`config.mk`:
```
export PLATFORM = sky130hd
export DESIGN_NAME = lsh_ram
export DESIGN_NICKNAME = d
export VERILOG_FILES = /design/src/design/lsh_ram.sv
export SDC_FILE = /design/constraint.sdc
export NUM_CORES = 1
export LEC_CHECK = 0
export BUFFER_PORTS_ARGS = -buffer_cell sky130_fd_sc_hd__buf_2
export CAP_MARGIN = 25
export CORE_ASPECT_RATIO = 1.1
export CORE_MARGIN = 3
export CORE_UTILIZATION = 35
export DETAILED_ROUTE_END_ITERATION = 16
export REMOVE_ABC_BUFFERS = 1
export SKIP_LAST_GASP = 1
export SLEW_MARGIN = 20
export SYNTH_ARGS = -nofsm -noshare
export SYNTH_HDL_FRONTEND = slang
export SYNTH_SLANG_ARGS = --single-unit
```
`constraint.sdc`:
```
create_clock -name clk -period 3.4 [get_ports clk]
set_clock_uncertainty 0.05 [all_clocks]
set_input_delay 0.68 -clock clk [delete_from_list [all_inputs] [get_ports clk]]
set_output_delay 0.68 -clock clk [all_outputs]
set_load 0.02 [all_outputs]
```
`src/design/lsh_ram.sv`:
```
// ----------------------------------------------------------------------------
// lsh_ram
// Generic one-write, one-read RAM with registered read data.
// ----------------------------------------------------------------------------
module lsh_ram #(
    parameter int WIDTH = 8,
    parameter int DEPTH = 128
) (
    input  logic                     clk,
    input  logic                     we,
    input  logic [$clog2(DEPTH)-1:0] waddr,
    input  logic [WIDTH-1:0]         wdata,
    input  logic [$clog2(DEPTH)-1:0] raddr,
    output logic [WIDTH-1:0]         rdata
);

    logic [WIDTH-1:0] mem [DEPTH];

    always_ff @(posedge clk)
    begin
        if (we)
        begin
            mem[waddr] <= wdata;
        end
        rdata <= mem[raddr];
    end

endmodule

```
Word-level counts from Yosys, hierarchy flattened
Memory sizes are Yosys's and may differ from the RTL's. A register that Yosys moved wholly into a read port is not among the register bits.
Cells that the tools add are included.
Word-level totals
  bits in writable memories: 1024
  memories kept: 1
  input bits: 24
  register bits after elaboration: 0
Memory list
  mem: words 128, width 8, read ports 1, clocked after Yosys merged registers in 1, wr ports 1, line 17  | logic [WIDTH-1:0] mem [DEPTH];
Operators by class
  muxes and demuxes: 2
Operator list (count)
  $mux 1: 2

Depth between registers and ports, before layout
Gate-level depths: netlist (run 1).
  depth in word-level cells: 2
  gate-level depth with buffers: 7
  mapped depth without buffers: 4

Worst setup path after synthesis (run 1)
No wires, ideal clock.
  kind: input to register
  start point: input raddr[0]
  end point: register rdata[0] (read register of mem)
  data required time: 3229 ps
  path slack: 166 ps
  stages: 6
  data arrival time: 3063 ps
  path through: clkbuf_1 buf_1 mux4_2 mux4_2 mux4_2 mux2_2
RTL lines
  start, declared: line 13  | input logic [$clog2(DEPTH)-1:0] raddr,
  end, declared: line 14  | output logic [WIDTH-1:0] rdata

==> flow_summary.toml, run 1 <==
[clock_tree]
clkTransAtPathRegs_ns = 0.06
ctsResizeCount = 0
postCtsHoldBufs = 0
cts_tree = "yes"
cts_buffer_depth = 3
clkLatencyLatePin_ns = 0.66
clock_sink_count = 1032
clock_tree.root_cell = "clkbuf_16"
numCtsBuffers = 102
cts.htree.levels = 3
cts_setup_buffers = 0

[grt]
grt_pass1_wl_um = 138000
antenna_found_initial = 8
grt_pass1_vias = 19347
grt_max_degree = 81
grt_usage_pct = 16.1
overflow = 0

[sta]
max_freq_ghz = 0.355
setup_viol = 0
hold_viol_final = 0
period_minus_slack_ns = 2.82
tns_ns = 0
tightest_slew_ns = 0.861
finalCritPeriodShare_pct = 82.9
report.final.slew_viol_count = 0
slew_headroom_pct = 42.6
rsz0062_at_grt = "false"

[cells_and_area]
final_layout_size_suffix_gt1_share_pct = 37.1
area_growth_pct = 17.6
fin_area_sq_mm = 0.0466
post-route-util_pct = 41.8
nets = 1935

[synthesis]
avgSynthCellArea_sq_um = 24.3
synth.largest_area_cell = "edfxtp_1"
synth_cell_type_count = 17
yosysSeqAreaShare_pct = 77.9
synth_ff_type = "edfxtp_1"
yosysWarnings = 0
netlist_area_sq_mm = 0.0397
synthCells = 1635
synth_most_common_cell = "edfxtp_1"
synthArstFlopShare_pct = 0
synth_edf_count = 1024
ys_ff_latch = 1032
synth.top_cell.area_share_pct = 77.5
synth_common_cells = "1024 x edfxtp_1, 336 x mux4_2, 122 x nor2_1, 44 x clkbuf_1, 18 x buf_1"
netlist_top_cells_area = "edfxtp_1 78%, mux4_2 19%, nor2_1 1.2%"

[worst_setup_path]
path_class = "input port to flop"
arrival_ns = 3.30
worst-path-max-fanout = 29
crit_path_start_kind = "input port"
cp_slowest_stage_delay_ns = 0.56
worst_path_max_delay_cell = "mux4_2"
r2r_start = "mem[125][6]"
cp-end-kind = "flop"
r2r-end = "rdata[6]"
cp.required_ns = 3.88
crit_chain = "buf_8, buf_12, buf_4, mux4_2, mux4_2, mux4_2, mux2_2"
crit_family = "multiplexers"
worst-path-buf-inv = 3
rrSetupSlack_ns = 0.91
critPathMostFrequentCell = "mux4_2"
reg2regPathDepth = 4
cp_num_cells = 7

[pwr]
max-vdd-ir-drop_mv = 0.426
leakage_uw = 0.0146
p_per_area_mw_per_mm2 = 565

[detailed_routing]
vias_per_cell = 5.26
wirelength_um = 94200
ant_nets = 0
drtIter0Drc = 2046
drc = 0
num_vias = 18377
dr.pass1.iters = 5
post_drt_wl_per_cell_um = 27.0

[floorplan]
die_width_um = 327
coreArea_sq_mm = 0.112
ios = 32
rows = 128
die_area_sq_mm = 0.117
die_y_um = 359
start_util_pct = 35.5

[placement]
port_buffers = 31
place_congestion = 0.841
hpwl_um = 61900
placed_area_sq_mm = 0.0434

[status]
status = "finished clean"

[worst_hold_path]
hp-class = "input port to flop"
worstHoldPathCells = 1
hold_start = "wdata[4]"
worst_hold_path.endpoint = "mem[75][4]"

[flow_run]
cap_viol_max_count = 0
layout make-up:
class | count | area [sq um]
antenna | 3 | 7.51
timing repair buffer | 261 | 2280
multi-input combinational | 514 | 8350
sequential | 1032 | 30900
clock inverter | 53 | 503
clock buffer | 134 | 2710
fill | 9537 | 65000
tap | 1495 | 1870
report_power, final:
group          switching [uW]  total, uW  internal [uW]
logic                     823       1440            613
clock network            4560      10800           6280
registers                45.4      14100          14000
worst reg2reg max path: stages (launching register included):
cell and delay [ns]:
edfxtp_1 0.36, mux4_2 0.55, mux4_2 0.55, mux4_2 0.57, mux2_2 0.30
logic make-up after synthesis:
logic type / count (synthesis) / share of synthesized area, %
buffers and inverters: 89 / 1.01
and+or+nand+nor: 170 / 1.76
DFF: 1032 / 77.9
muxes: 344 / 19.3
metrics by stage:
| stage | power [uW] | std cells | hold slack, ns | worst slack [ns] |
|---|---|---|---|---|
| after floorplan | 14900 | 1546 | 0.729 | 0.922 |
| after global placement | 15800 | 3302 | 1.09 | -0.147 |
| after detailed placement | 15800 | 3302 | 1.09 | -0.105 |
| after CTS | 26600 | 3489 | 0.440 | 0.576 |
| after global routing | 27200 | 3490 | 0.467 | 0.552 |
| final | 26400 | 3492 | 0.488 | 0.580 |
registers in the layout (all words and copies together), names as in the netlist:
name / cells
mem: 1024
rdata: 8
layer usage:
metal	vias to the layer above	share of wire (%)	global-route usage (%)
met1	9988	40	22.0
met4	8	2.4	4.32
met2	654	50	26.9
met3	138	7.0	2.61
li1	7589	-	-
met5	-	0.057	0
how the worst max path moves through the flow:
stage / start / end
2_1_floorplan: raddr[0] / rdata[0]
3_3_place_gp: raddr[0] / rdata[6]
3_5_place_dp: raddr[0] / rdata[6]
4_1_cts: raddr[0] / rdata[6]
5_1_grt: raddr[0] / rdata[6]
6_report: raddr[0] / rdata[6]
cell usage in the layout (no fill, tap or decap), types with 2 or more instances in the layout:
cell type   instances
nor3_1              9
clkbuf_1           28
diode_2             3
nor2b_1             7
clkbuf_8            4
clkinv_1           24
buf_2              19
nand2b_1            2
nand2_1            14
inv_6               4
clkinv_2            9
mux2_2              8
buf_4             212
nor2_1            122
bufinv_16           9
mux4_2            336
clkbuf_16         102
buf_12             28
nand3_1            12
nand4_1             3
clkinvlp_4          5
edfxtp_1         1024
buf_8               2
dfxtp_1             8
No activity file was read; power rests on OpenSTA's default activity.
==> inputs of run 2 (changes only) <==
==> constraint.sdc (replaced) <==
create_clock -name clk -period 2.86 [get_ports clk]
set_clock_uncertainty 0.05 [all_clocks]
set_input_delay 0.572 -clock clk [delete_from_list [all_inputs] [get_ports clk]]
set_output_delay 0.572 -clock clk [all_outputs]
set_load 0.02 [all_outputs]
==> run 2 against run 1 <==
Effect of this change:
- sequential cell count did not move
- count of clock-buffer cells in the layout fell by 25
- non-clock buffer count is 15 higher
- combinational power up 20%
- final area grew 1.1%
- core utilization is 0.44 points higher
- critical endpoint is now rdata[4]
==> flow_summary.toml, run 2 (synthesized netlist as in run 1, its figures left out) <==
[status]
status = "finished clean"

[cells_and_area]
largest_reg_flops = 1024
nets = 1948
largestRegisters = "mem: 1024 flops, rdata: 8 flops"
mostFrequentLayoutCells = "1024 x edfxtp_1, 336 x mux4_2, 218 x buf_4"
finalNonFillerCells = 3505
fin_area_sq_mm = 0.0471
top_register = "mem"
area_growth_pct = 18.8
final_layout_size_suffix_gt1_share_pct = 38.6
final_common_cell = "edfxtp_1"

[placement]
placed_area_sq_mm = 0.0436
place_congestion = 0.816
port_buffers = 31
placed_cells = 3317
hpwl_um = 61200

[worst_setup_path]
r2r_start = "mem[36][6]"
cp.required_ns = 3.36
worst-path-buf-inv = 4
path_class = "input port to flop"
arrival_ns = 3.18
crit_family = "multiplexers"
setup.worst_path.start = "raddr[0]"
cp-end-kind = "flop"
crit_chain = "buf_8, buf_4, buf_12, buf_4, mux4_2, mux4_2, mux4_2, mux2_2"
cp_num_cells = 8
critPathMostFrequentCell = "mux4_2"
crit_path_start_kind = "input port"
rrSetupSlack_ns = 0.37
worst_path_max_delay_cell = "mux4_2"
reg2regPathDepth = 4
cp-endpoint = "rdata[4]"
cp_slowest_stage_delay_ns = 0.56
r2r-end = "rdata[6]"
worst-path-max-fanout = 23

[floorplan]
die_width_um = 327
coreArea_sq_mm = 0.112
ios = 32
start_util_pct = 35.5
die_area_sq_mm = 0.117
rows = 128
die_y_um = 359

[pwr]
power_frac_seq_pct = 51.8
p_clk_share_pct = 42.8
max-vdd-ir-drop_mv = 0.726
power_frac_comb_pct = 5.4
net-switching-power_uw = 6660
switching_share_pct = 20.6
p_int_uw = 25600
p_total_uw = 32300
p_per_area_mw_per_mm2 = 685
leakage_uw = 0.0148

[grt]
met1_usage_pct = 21.6
overflow = 0
antenna_found_initial = 8
grt_use_met3_pct = 2.98
use_met2_pct = 26.5
grt_max_degree = 56
grt_pass1_wl_um = 137000
busiest_layer = "met2"
grt_usage_pct = 16.0
grt_pass1_vias = 19257

[clock_tree]
clock_tree.root_cell = "clkbuf_16"
postCtsHoldBufs = 0
numCtsBuffers = 100
clkLatencyLatePin_ns = 0.68
ctsResizeCount = 0
clkTransAtPathRegs_ns = 0.06
clock_sink_count = 1032
cts_buffer_depth = 3
cts_setup_buffers = 0
cts_tree = "yes"
cts.htree.levels = 3

[sta]
setup_viol = 0
hold_viol_final = 0
finalCritPeriodShare_pct = 93.5
tightest_slew_ns = 0.815
hold_ws_ns = 0.352
max_freq_ghz = 0.374
report.final.slew_viol_count = 0
period_minus_slack_ns = 2.68
slew_headroom_pct = 45.7
rsz0062_at_grt = "false"

[detailed_routing]
num_vias = 18352
wirelength_um = 93100
drc = 0
post_drt_wl_per_cell_um = 26.6
drtIter0Drc = 1746
vias_per_cell = 5.24
dr.pass1.iters = 5
ant_nets = 0

[flow_run]
cap_viol_max_count = 0

[worst_hold_path]
hp-class = "input port to flop"
-- run 2: cell types whose count changed in the layout (fill, tap and decap cells not counted) --
cell        before  now
clkinv_16        0    2
buf_4          212  218
clkbuf_8         4    0
clkinv_1        24   23
clkbuf_1        28    8
bufinv_16        9   19
clkbuf_16      102  101
buf_12          28   37
clkinv_2         9   18
clkinvlp_4       5    8
-- run 2: per-stage QoR --
stage	util (%)	setup WS [ns]	TNS, ns
final	42.2	0.185	0
after global routing	42.2	0.166	0
after CTS	42.2	0.203	0
after detailed placement	39.1	-0.500	-3.64
after global placement	39.1	-0.493	-3.65
after floorplan	-	0.490	0
-- run 2: worst min-delay path by stage --
stage                   from  slack [ns]  depth (start not counted)        end
CTS                 raddr[5]        0.30                          2   rdata[2]
global placement    raddr[5]        1.01                          2   rdata[4]
detailed placement  raddr[5]        1.02                          2   rdata[0]
finish              raddr[5]        0.35                          2   rdata[2]
floorplan           wdata[0]        0.62                          0  mem[0][0]
global route        raddr[5]        0.32                          2   rdata[4]
-- run 2: power by group through the flow --
stage,registers (uW),clock network [uW],logic (uW)
4_1_cts,16700,14100,1770
6_report,16700,13800,1730
3_5_place_dp,17100,0,1760
2_1_floorplan,17100,0,642
5_1_grt,16700,14700,1830
3_3_place_gp,17100,0,1730
-- run 2: final cells by class --
type                       instances  area, sq um
fill                            9526        64500
sequential                      1032        30900
clock buffer                     109         2560
timing repair buffer             276         2500
clock inverter                    76          927
antenna                            3         7.51
tap                             1495         1870
multi-input combinational        514         8350
-- run 2: layer usage --
metal,part of all wire [%],vias to the layer above
li1,-,7615
met1,41,9989
met2,50,600
met3,5.9,142
met4,2.7,6
met5,0.040,-
-- run 2: worst register-to-register path, stage by stage, from the launching register on --
cell,delay (ns)
edfxtp_1,0.37
mux4_2,0.51
mux4_2,0.58
mux4_2,0.57
mux2_2,0.31
